--- src/design/anxb_pkg.sv ---
`default_nettype none
package anxb_pkg;

    localparam int BYTE_W  = 8;
    localparam int TYPE_W  = 5;
    localparam int STAMP_W = 32;
    localparam int TICKS_W = 17;
    localparam int PROD_W  = STAMP_W + TICKS_W;
    localparam int CNT_W   = $clog2(PROD_W + 1);
    localparam int PZ_W    = 2;
    localparam int ZCNT_W  = 3;
    localparam int PADDR_W = 3;
    localparam int PDATA_W = 32;

    localparam logic [TICKS_W-1:0] TICKS_PER_SECOND = 17'd90000;
    localparam logic [TYPE_W-1:0]  HEADER_TYPE_MASK = 5'h1F;
    localparam logic [TYPE_W-1:0]  TYPE_SLICE       = 5'd1;
    localparam logic [TYPE_W-1:0]  TYPE_SLICE_IDR   = 5'd5;
    localparam logic [BYTE_W-1:0]  BYTE_ZERO        = 8'h00;
    localparam logic [BYTE_W-1:0]  BYTE_ONE         = 8'h01;
    localparam logic [BYTE_W-1:0]  FRAME_RATE_RESET = 8'd25;
    localparam logic [PZ_W-1:0]    PZ_MAX           = 2'd3;

    // register index as seen in paddr above the byte offset
    localparam logic REG_FRAME_RATE = 1'b0;

    typedef enum logic [3:0] {
        ST_IDLE  = 4'b0001,
        ST_NEXT  = 4'b0010,
        ST_EMIT  = 4'b0100,
        ST_STAMP = 4'b1000
    } t_state;

    typedef struct packed {
        logic accept;
        logic consume;
        logic load;
        logic emit;
        logic last;
        logic close;
        logic finish;
        logic ts_start;
    } t_cmd;

    typedef struct packed {
        logic push_pend;
        logic close_pend;
        logic unit_open;
        logic held_valid;
        logic awaiting;
        logic out_free;
        logic ts_done;
    } t_stat;

endpackage
`default_nettype wire

--- src/design/anxb_if.sv ---
`default_nettype none
interface anxb_in_if;
    logic        valid;
    logic        ready;
    logic [7:0]  data_byte;
    logic        end_of_stream;

    modport source (output valid, data_byte, end_of_stream, input ready);
    modport sink   (input valid, data_byte, end_of_stream, output ready);
endinterface

interface anxb_out_if;
    logic        valid;
    logic        ready;
    logic [7:0]  payload_byte;
    logic        first_in_unit;
    logic        last_in_unit;
    logic [4:0]  unit_type;
    logic        idr_flag;
    logic [31:0] unit_timestamp;

    modport source (output valid, payload_byte, first_in_unit, last_in_unit, unit_type,
                    idr_flag, unit_timestamp, input ready);
    modport sink   (input valid, payload_byte, first_in_unit, last_in_unit, unit_type,
                    idr_flag, unit_timestamp, output ready);
endinterface
`default_nettype wire

--- src/design/anxb_ts.sv ---
`default_nettype none
module anxb_ts (
    input  logic                           i_clk,
    input  logic                           i_rst_n,
    input  logic                           i_start,
    input  logic [anxb_pkg::STAMP_W-1:0]   i_slices,
    input  logic [anxb_pkg::BYTE_W-1:0]    i_rate,
    output logic                           o_done,
    output logic [anxb_pkg::STAMP_W-1:0]   o_quot
);
    import anxb_pkg::*;

    logic [CNT_W-1:0]  r_cnt;
    logic [PROD_W-1:0] r_dvd;
    logic [BYTE_W-1:0] r_rem;
    logic [BYTE_W-1:0] r_div;

    logic [PROD_W-1:0] w_prod;
    logic [BYTE_W:0]   w_rem_sh;
    logic              w_ge;
    logic [BYTE_W:0]   w_rem_nx;

    assign w_prod   = PROD_W'(i_slices) * PROD_W'(TICKS_PER_SECOND);
    assign w_rem_sh = {r_rem, r_dvd[PROD_W-1]};
    assign w_ge     = (w_rem_sh >= {1'b0, r_div});
    assign w_rem_nx = w_ge ? (w_rem_sh - {1'b0, r_div}) : w_rem_sh;

    always_ff @(posedge i_clk) begin
        if (!i_rst_n) begin
            r_cnt <= '0;
        end else if (i_start) begin
            r_cnt <= CNT_W'(PROD_W);
        end else if (r_cnt != '0) begin
            r_cnt <= r_cnt - CNT_W'(1);
        end
    end

    // restoring divide, one quotient bit per cycle shifted in from the bottom
    always_ff @(posedge i_clk) begin
        if (i_start) begin
            r_dvd <= w_prod;
            r_rem <= '0;
            r_div <= (i_rate == '0) ? BYTE_W'(1) : i_rate;
        end else if (r_cnt != '0) begin
            r_dvd <= {r_dvd[PROD_W-2:0], w_ge};
            r_rem <= w_rem_nx[BYTE_W-1:0];
        end
    end

    assign o_done = (r_cnt == '0);
    assign o_quot = r_dvd[STAMP_W-1:0];

endmodule
`default_nettype wire

--- src/design/anxb_dp.sv ---
`default_nettype none
module anxb_dp (
    input  logic                           i_clk,
    input  logic                           i_rst_n,
    input  anxb_pkg::t_cmd                 i_cmd,
    output anxb_pkg::t_stat                o_stat,
    input  logic [anxb_pkg::BYTE_W-1:0]    i_data_byte,
    input  logic                           i_end_of_stream,
    input  logic [anxb_pkg::BYTE_W-1:0]    i_frame_rate,
    input  logic                           i_out_ready,
    output logic                           o_out_valid,
    output logic [anxb_pkg::BYTE_W-1:0]    o_payload_byte,
    output logic                           o_first_in_unit,
    output logic                           o_last_in_unit,
    output logic [anxb_pkg::TYPE_W-1:0]    o_unit_type,
    output logic                           o_idr_flag,
    output logic [anxb_pkg::STAMP_W-1:0]   o_unit_timestamp
);
    import anxb_pkg::*;

    // per-beat work plan
    logic [BYTE_W-1:0]  r_byte;
    logic [ZCNT_W-1:0]  r_zeros_left;
    logic               r_push_b;
    logic               r_close;
    logic               r_open;
    logic               r_clear;

    // stream state
    logic               r_inside;
    logic [PZ_W-1:0]    r_pz;
    logic               r_held_valid;
    logic [BYTE_W-1:0]  r_held_value;
    logic               r_held_first;
    logic               r_awaiting;
    logic [TYPE_W-1:0]  r_kind;
    logic [STAMP_W-1:0] r_stamp;
    logic [STAMP_W-1:0] r_slices;

    // output register
    logic               r_out_valid;
    logic [BYTE_W-1:0]  r_out_byte;
    logic               r_out_first;
    logic               r_out_last;
    logic [TYPE_W-1:0]  r_out_type;
    logic [STAMP_W-1:0] r_out_stamp;

    logic               w_is_zero;
    logic               w_is_sc;
    logic               w_pz_full;
    logic [PZ_W-1:0]    w_pz_inc;
    logic [ZCNT_W-1:0]  n_zeros;
    logic [PZ_W-1:0]    n_pz;
    logic [BYTE_W-1:0]  w_push_val;
    logic [TYPE_W-1:0]  w_new_kind;
    logic               w_ts_done;
    logic [STAMP_W-1:0] w_ts_quot;

    assign w_is_zero = (i_data_byte == BYTE_ZERO);
    assign w_is_sc   = (i_data_byte == BYTE_ONE) && r_pz[PZ_W-1];
    assign w_pz_full = (r_pz == PZ_MAX);
    assign w_pz_inc  = w_pz_full ? r_pz : (r_pz + PZ_W'(1));

    always_comb begin
        if (w_is_zero) begin
            // a fourth zero releases one held zero; end of stream flushes the rest
            n_zeros = {{(ZCNT_W-1){1'b0}}, w_pz_full}
                    + (i_end_of_stream ? ZCNT_W'(w_pz_inc) : '0);
            n_pz    = i_end_of_stream ? '0 : w_pz_inc;
        end else if (w_is_sc) begin
            n_zeros = '0;
            n_pz    = '0;
        end else begin
            n_zeros = ZCNT_W'(r_pz);
            n_pz    = '0;
        end
    end

    assign w_push_val = (r_zeros_left != '0) ? BYTE_ZERO : r_byte;
    assign w_new_kind = w_push_val[TYPE_W-1:0] & HEADER_TYPE_MASK;

    anxb_ts u_ts (
        .i_clk    (i_clk),
        .i_rst_n  (i_rst_n),
        .i_start  (i_cmd.ts_start),
        .i_slices (r_slices),
        .i_rate   (i_frame_rate),
        .o_done   (w_ts_done),
        .o_quot   (w_ts_quot)
    );

    always_ff @(posedge i_clk) begin
        if (i_cmd.accept) begin
            r_byte <= i_data_byte;
        end
        if (i_cmd.load) begin
            r_held_value <= w_push_val;
        end
    end

    always_ff @(posedge i_clk) begin
        if (!i_rst_n) begin
            r_zeros_left <= '0;
            r_push_b     <= 1'b0;
            r_close      <= 1'b0;
            r_open       <= 1'b0;
            r_clear      <= 1'b0;
            r_inside     <= 1'b0;
            r_pz         <= '0;
            r_held_valid <= 1'b0;
            r_held_first <= 1'b0;
            r_awaiting   <= 1'b0;
            r_kind       <= '0;
            r_stamp      <= '0;
            r_slices     <= '0;
        end else begin
            if (i_cmd.accept) begin
                r_zeros_left <= n_zeros;
                r_push_b     <= !w_is_zero && !w_is_sc;
                r_close      <= w_is_sc || i_end_of_stream;
                r_open       <= w_is_sc;
                r_clear      <= i_end_of_stream;
                r_pz         <= n_pz;
            end
            if (i_cmd.consume || i_cmd.load) begin
                if (r_zeros_left != '0) begin
                    r_zeros_left <= r_zeros_left - ZCNT_W'(1);
                end else begin
                    r_push_b <= 1'b0;
                end
            end
            if (i_cmd.load) begin
                r_held_valid <= 1'b1;
                if (r_awaiting) begin
                    r_kind       <= w_new_kind;
                    r_stamp      <= w_ts_quot;
                    r_held_first <= 1'b1;
                    r_awaiting   <= 1'b0;
                    if (w_new_kind == TYPE_SLICE || w_new_kind == TYPE_SLICE_IDR) begin
                        r_slices <= r_slices + STAMP_W'(1);
                    end
                end else begin
                    r_held_first <= 1'b0;
                end
            end
            if (i_cmd.emit) begin
                r_held_valid <= 1'b0;
            end
            if (i_cmd.close) begin
                r_close      <= 1'b0;
                r_held_valid <= 1'b0;
                r_held_first <= 1'b0;
            end
            if (i_cmd.finish) begin
                r_open  <= 1'b0;
                r_clear <= 1'b0;
                if (r_clear) begin
                    r_inside     <= 1'b0;
                    r_awaiting   <= 1'b0;
                    r_held_valid <= 1'b0;
                    r_held_first <= 1'b0;
                    r_kind       <= '0;
                    r_stamp      <= '0;
                    r_slices     <= '0;
                end else if (r_open) begin
                    r_inside   <= 1'b1;
                    r_awaiting <= 1'b1;
                end
            end
        end
    end

    always_ff @(posedge i_clk) begin
        if (!i_rst_n) begin
            r_out_valid <= 1'b0;
        end else if (i_cmd.emit) begin
            r_out_valid <= 1'b1;
        end else if (i_out_ready) begin
            r_out_valid <= 1'b0;
        end
    end

    always_ff @(posedge i_clk) begin
        if (i_cmd.emit) begin
            r_out_byte  <= r_held_value;
            r_out_first <= r_held_first;
            r_out_last  <= i_cmd.last;
            r_out_type  <= r_kind;
            r_out_stamp <= r_stamp;
        end
    end

    assign o_out_valid      = r_out_valid;
    assign o_payload_byte   = r_out_byte;
    assign o_first_in_unit  = r_out_first;
    assign o_last_in_unit   = r_out_last;
    assign o_unit_type      = r_out_type;
    assign o_idr_flag       = (r_out_type == TYPE_SLICE_IDR);
    assign o_unit_timestamp = r_out_stamp;

    assign o_stat.push_pend  = (r_zeros_left != '0) || r_push_b;
    assign o_stat.close_pend = r_close;
    assign o_stat.unit_open  = r_inside;
    assign o_stat.held_valid = r_held_valid;
    assign o_stat.awaiting   = r_awaiting;
    assign o_stat.out_free   = !r_out_valid || i_out_ready;
    assign o_stat.ts_done    = w_ts_done;

endmodule
`default_nettype wire

--- src/design/anxb_ctrl.sv ---
`default_nettype none
module anxb_ctrl (
    input  logic             i_clk,
    input  logic             i_rst_n,
    input  logic             i_in_valid,
    output logic             o_in_ready,
    input  anxb_pkg::t_stat  i_stat,
    output anxb_pkg::t_cmd   o_cmd
);
    import anxb_pkg::*;

    t_state r_state;
    t_state n_state;

    always_ff @(posedge i_clk) begin
        if (!i_rst_n) begin
            r_state <= ST_IDLE;
        end else begin
            r_state <= n_state;
        end
    end

    always_comb begin
        n_state    = r_state;
        o_cmd      = '0;
        o_in_ready = 1'b0;
        case (r_state)
            ST_IDLE: begin
                o_in_ready = 1'b1;
                if (i_in_valid) begin
                    o_cmd.accept = 1'b1;
                    n_state      = ST_NEXT;
                end
            end
            ST_NEXT: begin
                if (i_stat.push_pend) begin
                    if (!i_stat.unit_open) begin
                        // no unit open yet: byte is dropped
                        o_cmd.consume = 1'b1;
                    end else if (i_stat.held_valid) begin
                        n_state = ST_EMIT;
                    end else if (i_stat.awaiting) begin
                        o_cmd.ts_start = 1'b1;
                        n_state        = ST_STAMP;
                    end else begin
                        o_cmd.load = 1'b1;
                    end
                end else if (i_stat.close_pend) begin
                    if (i_stat.held_valid) begin
                        n_state = ST_EMIT;
                    end else begin
                        o_cmd.close = 1'b1;
                    end
                end else begin
                    o_cmd.finish = 1'b1;
                    n_state      = ST_IDLE;
                end
            end
            ST_EMIT: begin
                if (i_stat.out_free) begin
                    o_cmd.emit = 1'b1;
                    // held byte is last only when a close, not a push, flushes it
                    o_cmd.last = !i_stat.push_pend;
                    n_state    = ST_NEXT;
                end
            end
            ST_STAMP: begin
                if (i_stat.ts_done) begin
                    o_cmd.load = 1'b1;
                    n_state    = ST_NEXT;
                end
            end
            default: begin
                n_state = ST_IDLE;
            end
        endcase
    end

endmodule
`default_nettype wire

--- src/design/annexb_nal_unit_splitter.sv ---
`default_nettype none
// Annex B splitter: takes an H.264 byte stream one byte per beat and delivers the payload
// bytes of each NAL unit with start codes (00 00 01 or 00 00 00 01) removed, one byte
// behind the input so the final byte of a unit can carry last_in_unit. Every output beat
// carries the unit type, an IDR flag and a 90 kHz timestamp of slices-so-far * 90000 /
// frame_rate (frame_rate 0 acts as 1); bytes before the first start code and empty units
// produce nothing, and end_of_stream flushes the open unit and clears the slice count.
// An input byte is taken only in the idle state, and the block releases, drops or holds
// the pending bytes and closes a finished unit before it takes the next byte; the
// header byte of a unit also waits for the timestamp divider, which works the
// 49-bit product down one quotient bit per cycle. A taken output beat waits in an output
// register, so the output side can stall while the next input byte is already being
// worked on; a stalled output holds the block at the next beat it has to release.
module annexb_nal_unit_splitter (
    input  logic                           i_clk,
    input  logic                           i_rst_n,
    anxb_in_if.sink                        i_in,
    anxb_out_if.source                     o_out,
    input  logic                           psel,
    input  logic                           penable,
    input  logic                           pwrite,
    input  logic [anxb_pkg::PADDR_W-1:0]   paddr,
    input  logic [anxb_pkg::PDATA_W-1:0]   pwdata,
    output logic [anxb_pkg::PDATA_W-1:0]   prdata,
    output logic                           pready
);
    import anxb_pkg::*;

    logic [BYTE_W-1:0] r_frame_rate;
    logic              w_sel_rate;
    t_cmd              w_cmd;
    t_stat             w_stat;

    assign w_sel_rate = (paddr[PADDR_W-1] == REG_FRAME_RATE);

    always_ff @(posedge i_clk) begin
        if (!i_rst_n) begin
            r_frame_rate <= FRAME_RATE_RESET;
        end else if (psel && penable && pwrite && w_sel_rate) begin
            r_frame_rate <= pwdata[BYTE_W-1:0];
        end
    end

    assign pready = 1'b1;
    assign prdata = w_sel_rate ? PDATA_W'(r_frame_rate) : '0;

    anxb_ctrl u_ctrl (
        .i_clk      (i_clk),
        .i_rst_n    (i_rst_n),
        .i_in_valid (i_in.valid),
        .o_in_ready (i_in.ready),
        .i_stat     (w_stat),
        .o_cmd      (w_cmd)
    );

    anxb_dp u_dp (
        .i_clk            (i_clk),
        .i_rst_n          (i_rst_n),
        .i_cmd            (w_cmd),
        .o_stat           (w_stat),
        .i_data_byte      (i_in.data_byte),
        .i_end_of_stream  (i_in.end_of_stream),
        .i_frame_rate     (r_frame_rate),
        .i_out_ready      (o_out.ready),
        .o_out_valid      (o_out.valid),
        .o_payload_byte   (o_out.payload_byte),
        .o_first_in_unit  (o_out.first_in_unit),
        .o_last_in_unit   (o_out.last_in_unit),
        .o_unit_type      (o_out.unit_type),
        .o_idr_flag       (o_out.idr_flag),
        .o_unit_timestamp (o_out.unit_timestamp)
    );

endmodule
`default_nettype wire
--- src/flat_wrapper.sv ---
// flat-port wrapper written by rule: the top's interface ports become plain ports
module annexb_nal_unit_splitter_flat import anxb_pkg::*;
  (i_clk, i_rst_n, psel, penable, pwrite, paddr, pwdata, prdata, pready, i_in_valid, i_in_data_byte, i_in_end_of_stream, i_in_ready, o_out_valid, o_out_payload_byte, o_out_first_in_unit, o_out_last_in_unit, o_out_unit_type, o_out_idr_flag, o_out_unit_timestamp, o_out_ready);
  anxb_in_if i_in_i ();
  anxb_out_if o_out_i ();
  input  logic i_clk;
  input  logic i_rst_n;
  input  logic psel;
  input  logic penable;
  input  logic pwrite;
  input  logic [anxb_pkg::PADDR_W-1:0] paddr;
  input  logic [anxb_pkg::PDATA_W-1:0] pwdata;
  output logic [anxb_pkg::PDATA_W-1:0] prdata;
  output logic pready;
  input wire logic [$bits(i_in_i.valid)-1:0] i_in_valid;
  input wire logic [$bits(i_in_i.data_byte)-1:0] i_in_data_byte;
  input wire logic [$bits(i_in_i.end_of_stream)-1:0] i_in_end_of_stream;
  output wire logic [$bits(i_in_i.ready)-1:0] i_in_ready;
  output wire logic [$bits(o_out_i.valid)-1:0] o_out_valid;
  output wire logic [$bits(o_out_i.payload_byte)-1:0] o_out_payload_byte;
  output wire logic [$bits(o_out_i.first_in_unit)-1:0] o_out_first_in_unit;
  output wire logic [$bits(o_out_i.last_in_unit)-1:0] o_out_last_in_unit;
  output wire logic [$bits(o_out_i.unit_type)-1:0] o_out_unit_type;
  output wire logic [$bits(o_out_i.idr_flag)-1:0] o_out_idr_flag;
  output wire logic [$bits(o_out_i.unit_timestamp)-1:0] o_out_unit_timestamp;
  input wire logic [$bits(o_out_i.ready)-1:0] o_out_ready;
  assign i_in_i.valid = i_in_valid;
  assign i_in_i.data_byte = i_in_data_byte;
  assign i_in_i.end_of_stream = i_in_end_of_stream;
  assign i_in_ready = i_in_i.ready;
  assign o_out_valid = o_out_i.valid;
  assign o_out_payload_byte = o_out_i.payload_byte;
  assign o_out_first_in_unit = o_out_i.first_in_unit;
  assign o_out_last_in_unit = o_out_i.last_in_unit;
  assign o_out_unit_type = o_out_i.unit_type;
  assign o_out_idr_flag = o_out_i.idr_flag;
  assign o_out_unit_timestamp = o_out_i.unit_timestamp;
  assign o_out_i.ready = o_out_ready;
  annexb_nal_unit_splitter u_core (.i_clk(i_clk), .i_rst_n(i_rst_n), .i_in(i_in_i), .o_out(o_out_i), .psel(psel), .penable(penable), .pwrite(pwrite), .paddr(paddr), .pwdata(pwdata), .prdata(prdata), .pready(pready));
endmodule
--- config.mk ---
export PLATFORM = sky130hd
export DESIGN_NAME = annexb_nal_unit_splitter_flat
export DESIGN_NICKNAME = d
export VERILOG_FILES = /design/src/design/anxb_pkg.sv /design/src/design/anxb_if.sv /design/src/design/anxb_ts.sv /design/src/design/anxb_dp.sv /design/src/design/anxb_ctrl.sv /design/src/design/annexb_nal_unit_splitter.sv /design/src/flat_wrapper.sv
export SDC_FILE = /design/constraint.sdc
export NUM_CORES = 1
export LEC_CHECK = 0
export BUFFER_PORTS_ARGS = -buffer_cell sky130_fd_sc_hd__buf_2
export CELL_PAD_IN_SITES_DETAIL_PLACEMENT = 1
export CELL_PAD_IN_SITES_GLOBAL_PLACEMENT = 2
export CORE_UTILIZATION = 40
export CTS_CLUSTER_DIAMETER = 100
export DETAILED_ROUTE_END_ITERATION = 6
export GPL_ROUTABILITY_DRIVEN = 0
export PLACE_DENSITY_LB_ADDON = 0.1
export SLEW_MARGIN = 10
export SYNTH_ARGS = -nofsm -noshare
export SYNTH_HDL_FRONTEND = slang
export SYNTH_SLANG_ARGS = --single-unit
--- constraint.sdc ---
create_clock -name i_clk -period 7.2 [get_ports i_clk]
set_input_delay 1.44 -clock i_clk [delete_from_list [all_inputs] [get_ports i_clk]]
set_output_delay 1.44 -clock i_clk [all_outputs]
set_load 0.01 [all_outputs]
Word level (Yosys, flattened, before mapping). Cells that the tools add are included.

Eq/ne operators: 15. Muxes and demuxes: 81. $lt $le $gt $ge: 1. $mul: 1. Add/sub/neg operators: 6. Reductions and logical operators: 28. Bitwise operators: 2.

Operator list (count): $mux 32 (9); $mux 49 (2); $mul 32x13->45 const B (1); $mux 1 (36); $mux 4 (9); $add 32x1->32 const B (1); $mux 5 (5); $mux 2 (9); $logic_not 8->1 (2); $mux 8 (2); $pmux 4 s4 (1); $mux 3 (5); $mux 6 (2); $eq 5x3->1 const B (2); $ge 9x8->1 (1); $eq 8x1->1 const B (1); $ne 4x4->1 const B (2); $sub 8x8->8 (1); $logic_not 6->1 (1); $ne 2x2->1 const B (3); $reduce_and 6->1 (1); $reduce_bool 2->1 (3); $reduce_bool 6->1 (1); $reduce_or 2->1 (3); other kinds (18) (31).

Output and inout port bits: 83. Register bits after elaboration: 229. Word-level logic and storage cells: 164. Bits of input ports: 51.

Longest topological paths before layout.
Depth in word-level cells: 10. Depth in mapped cells: 20. Mapped depth without buffers: 19.

Cells and area by module. From an unflattened synthesis, not the netlist that was laid out.

Cell total of the unflattened synthesis: 2054. Area, all modules: 19727.7 um^2.

By module, submodules not included: anxb_ts (sequential area each 1951.9 um^2, area each 13043.8 um^2, cells an instance 1398, instances 1); anxb_dp (sequential area each 3553.4 um^2, area each 5691.7 um^2, cells an instance 535, instances 1); annexb_nal_unit_splitter (sequential area each 160.2 um^2, area each 605.6 um^2, cells an instance 70, instances 1); anxb_ctrl (sequential area each 80.1 um^2, area each 386.6 um^2, cells an instance 51, instances 1).

Worst setup path after synthesis. OpenSTA, ideal clock, no wires.

Path kind: reg-to-reg. Start point: register u_core.u_dp.r_slices[7]. End point: register u_core.u_dp.u_ts.r_dvd[48] (data pin). Required time: 7030 ps. Buffers on the path: 0. Setup time: 170 ps. Path slack: 1654 ps. Clock period less this slack: 5546 ps. Data arrival time: 5377 ps. Cell stages (with the launch flop): 20. Path through: dfxtp_1 fa_1 inv_1 fa_1 inv_1 fa_1 fa_1 inv_1 fa_1 inv_1 ha_1 a21oi_1 nand2_1 o21a_1 a211oi_1 a21oi_1 a221oi_1 o21ai_0 and3_1 o31ai_1.

Cells in the longest elaborated chain, start to end: 2.

RTL lines: start, declared (line anxb_dp.sv:38) `logic [STAMP_W-1:0] r_slices;`; start signal, assigned (line anxb_dp.sv:140) `r_slices <= r_slices + STAMP_W'(1);`; $mul 32x13->45 (line anxb_ts.sv:23) `assign w_prod = PROD_W'(i_slices) * PROD_W'(TICKS_PER_SECOND);`; $mux 49 (line anxb_ts.sv:40) `if (i_start) begin`; end signal, assigned (line anxb_ts.sv:41) `r_dvd <= w_prod;`; end signal, assigned (line anxb_ts.sv:45) `r_dvd <= {r_dvd[PROD_W-2:0], w_ge};`; end, declared (line anxb_ts.sv:14) `logic [PROD_W-1:0] r_dvd;`.

No other way between the ends. A chain may end at the register's enable or synchronous reset.

Worst setup path in the final report. Same ends and word-level chain as after synthesis.

==> impl_metrics.ini <==
[yosys]
netlist.area_leader.share = 0.221
synth-compound-area-share = 0.0883
yosys_warnings = 0
synth-adder-area-share = 0.341
synth-simple-area-share = 0.110
synth_xor_area_frac = 0.0329
async_flop_share = 0
syn_area_per_cell_um2 = 9.64
synth_seq_cells = 229
synth_area_um2 = 18600
synth_area_leaders = fa_1 (22%), edfxtp_1 (19%), dfxtp_1 (12%)
synth_top_flop_cell = edfxtp_1
synth_cell_types = 65
syn_inst = 1933
synth_edf_count = 116
muxShareOfSynthArea = 0.00651
seq_area_frac_synth = 0.308
synth_top_family_by_area = adder cells
synth_top_cell_by_area = fa_1

[floorplanning]
die_area_um2 = 47400
core_um2 = 45700
ios = 134
start_util = 0.408
die_h_um = 218
die_x_um = 218
rows = 78

[final_layout]
drive_above_1_share = 0.0829
mostFrequentLayoutCell = inv_1
antennaDiodeCount = 0
final.fill_count = 5209
mostFrequentLayoutCells = inv_1 (461), fa_1 (206), ha_1 (178)
multi_input_area_um2 = 10900
fin_nets = 2452
register_area_um2 = 5750
syn2layout_area_growth_pct = 10.8

[worst_hold_path]
hp-class = flop to flop
min_from = u_core.u_dp.r_held_value[5]

[power]
pwr-share-clk = 0.354
power_mw = 4.15
internal_power_mw = 2.89
pwr-share-seq = 0.437
power_switching_mw = 1.26
swShare = 0.304
vdd_drop_max_mv = 0.184
power_leakage_nw = 9.65
p_per_area_nw_per_um2 = 201
p_comb_frac = 0.209

[worst_setup_path]
crit_path_frequent_cell = fa_1
setup.worst_path.end_class = flop
crit_start = u_core.u_dp.r_slices[7]
setup.worst_path.start_class = flop
r2r-start = u_core.u_dp.r_slices[7]
critPathMaxFanout = 10
critPathKind = flop to flop
cp_slowest_cell = dfxtp_1
path_cells = fa_1, inv_1, fa_1, inv_1, fa_1, fa_1, inv_1, fa_1, inv_1, ha_1, a21oi_1, o21ai_0, o21a_1, a211oi_1, a21oi_1, a221oi_1, o21ai_0, and3_1, o31ai_1
path_delay_family = adder cells
critPathMaxStageDelay_ns = 0.68
required_ns = 7.59
cp.buffers_inverters = 4
cp.arrival_ns = 6.91

[clock_tree]
htreeDepth = 1
cts_hold_buf = 0
cts_made_buffers = 28
clkLatencyLatePin_ns = 0.57
clock-sinks = 229
clkTransAtPathRegs_ns = 0.06
post_cts_buffers = 0
cts_resized = 0
cts_tree = built
root_buffer = clkbuf_16
clockBufferDepth = 3

[global_route]
grt_max_degree = 76
grt_pass1_wl_um = 71900
grt_overflow_total = 0
antenna_found_initial = 0
grt_pass1_vias = 13700
grtUsageTotal = 0.190

[timing]
slew_violations = 0
min_period_ns = 6.53
fin_crit_sh = 0.907
relSlewSlack = 0.299
tightest_slew_ns = 1.05
finalSetupViolations = 0
grt_setup_unrepaired = false
clock_skew_ns = 0.0322
tns_ns = 0
final-hold-violation-count = 0
fmax_mhz = 153

[routing]
wl_per_cell_um = 16.6
num_vias = 12800
drc_errors = 0
wirelength_um = 43700
drtPass1Iterations = 4
viasPerCell = 4.86
drt_iter0_markers = 430
ant_nets = 0

[placement]
port_buffers = 82
dpl.hpwl_um = 34900

[status]
outcome = finished clean

[run]
cap_violations = 0
[layout make-up]
| cell class | count | area share |
|---|---|---|
| sequential | 229 | 0.278 |
| tap | 600 | 0.0364 |
| multi-input combinational | 1196 | 0.528 |
| clock buffer | 38 | 0.0387 |
| clock inverter | 14 | 0.00836 |
| inverter | 462 | 0.0840 |
| timing repair buffer | 100 | 0.0264 |
[Yosys cell counts, types with 2 or more instances]
| library cell | n |
|---|---|
| a41oi_1 | 2 |
| a21oi_1 | 91 |
| o221ai_1 | 2 |
| nand3_1 | 63 |
| a31oi_1 | 10 |
| a22oi_1 | 2 |
| a21o_1 | 27 |
| or2_2 | 5 |
| buf_4 | 26 |
| a211o_1 | 4 |
| a221oi_1 | 2 |
| nor4_1 | 6 |
| mux2i_1 | 11 |
| o21bai_1 | 5 |
| xnor2_1 | 34 |
| nor4b_1 | 4 |
| and2_1 | 17 |
| a311oi_1 | 3 |
| nand2_1 | 168 |
| nor3b_1 | 3 |
| nand4_1 | 11 |
| nor2b_1 | 22 |
| dfxtp_1 | 113 |
| nor2_1 | 80 |
| clkbuf_1 | 43 |
| o31a_1 | 3 |
| o21a_1 | 7 |
| o31ai_1 | 6 |
| a21boi_0 | 8 |
| fa_1 | 206 |
| a22o_1 | 3 |
| conb_1 | 2 |
| edfxtp_1 | 116 |
| or3_1 | 2 |
| nor3_1 | 13 |
| xor2_1 | 36 |
| o21ai_0 | 82 |
| o211ai_1 | 3 |
| and3_1 | 14 |
| ha_1 | 178 |
| or4_1 | 2 |
| nand2b_1 | 7 |
| inv_1 | 462 |
| a211oi_1 | 8 |
[logic make-up after synthesis]
logic type,Yosys count
buf+inv,531
fa+ha+maj,384
simple gates,431
flops,229
compound gates,274
xor+xnor,70
other cells,2
mux,12
[state kept, by name (all words and copies together) (netlist names), 4 cells and up]
| signal | count |
|---|---|
| u_core.r_frame_rate | 8 |
| u_core.u_ctrl.r_state | 4 |
| u_core.u_dp.o_payload_byte | 8 |
| u_core.u_dp.o_unit_timestamp | 32 |
| u_core.u_dp.o_unit_type | 5 |
| u_core.u_dp.r_byte | 8 |
| u_core.u_dp.r_held_value | 8 |
| u_core.u_dp.r_kind | 5 |
| u_core.u_dp.r_slices | 32 |
| u_core.u_dp.r_stamp | 32 |
| u_core.u_dp.u_ts.r_cnt | 6 |
| u_core.u_dp.u_ts.r_div | 8 |
| u_core.u_dp.u_ts.r_dvd | 49 |
| u_core.u_dp.u_ts.r_rem | 8 |
[path summary, 6_finish.rpt]
check / cells past startpoint / slack, ns / to
max: 19 / 0.67 / u_core.u_dp.u_ts.r_dvd[48]
min: 0 / 0.42 / u_core.u_dp.o_payload_byte[5]
max reg2reg: 19 / 0.67 / u_core.u_dp.u_ts.r_dvd[48]
min reg2reg: 0 / 0.42 / u_core.u_dp.o_payload_byte[5]
[power by group through the flow]
stage	combinational [mW]	clock, mW	sequential, mW
detailed placement	0.886	0	1.84
CTS	0.889	1.51	1.81
finish	0.866	1.47	1.81
floorplan	0.667	0	1.79
global placement	0.852	0	1.83
global route	0.994	1.56	1.84
[metrics by stage]
step / utilization / instance area (um^2) / std cells / hold WS [ns] / setup slack, ns
floorplan: - / 18700 / 1956 / 0.400 / 1.65
global placement: 0.431 / 19700 / 2587 / 0.401 / 0.639
detailed placement: 0.431 / 19700 / 2587 / 0.406 / 0.608
CTS: 0.452 / 20600 / 2639 / 0.424 / 0.594
global route: 0.452 / 20600 / 2639 / 0.425 / 0.145
finish: 0.452 / 20600 / 2639 / 0.423 / 0.672
[metal layers]
layer  track usage  up-vias  part of all wire
li1              -     6282                 -
met1         0.255     6362              0.48
met2         0.334      139              0.48
met3        0.0190       30             0.026
met4        0.0352        0             0.015
met5             0        -                 0
Note: power is estimated with default switching activity, not from simulation.
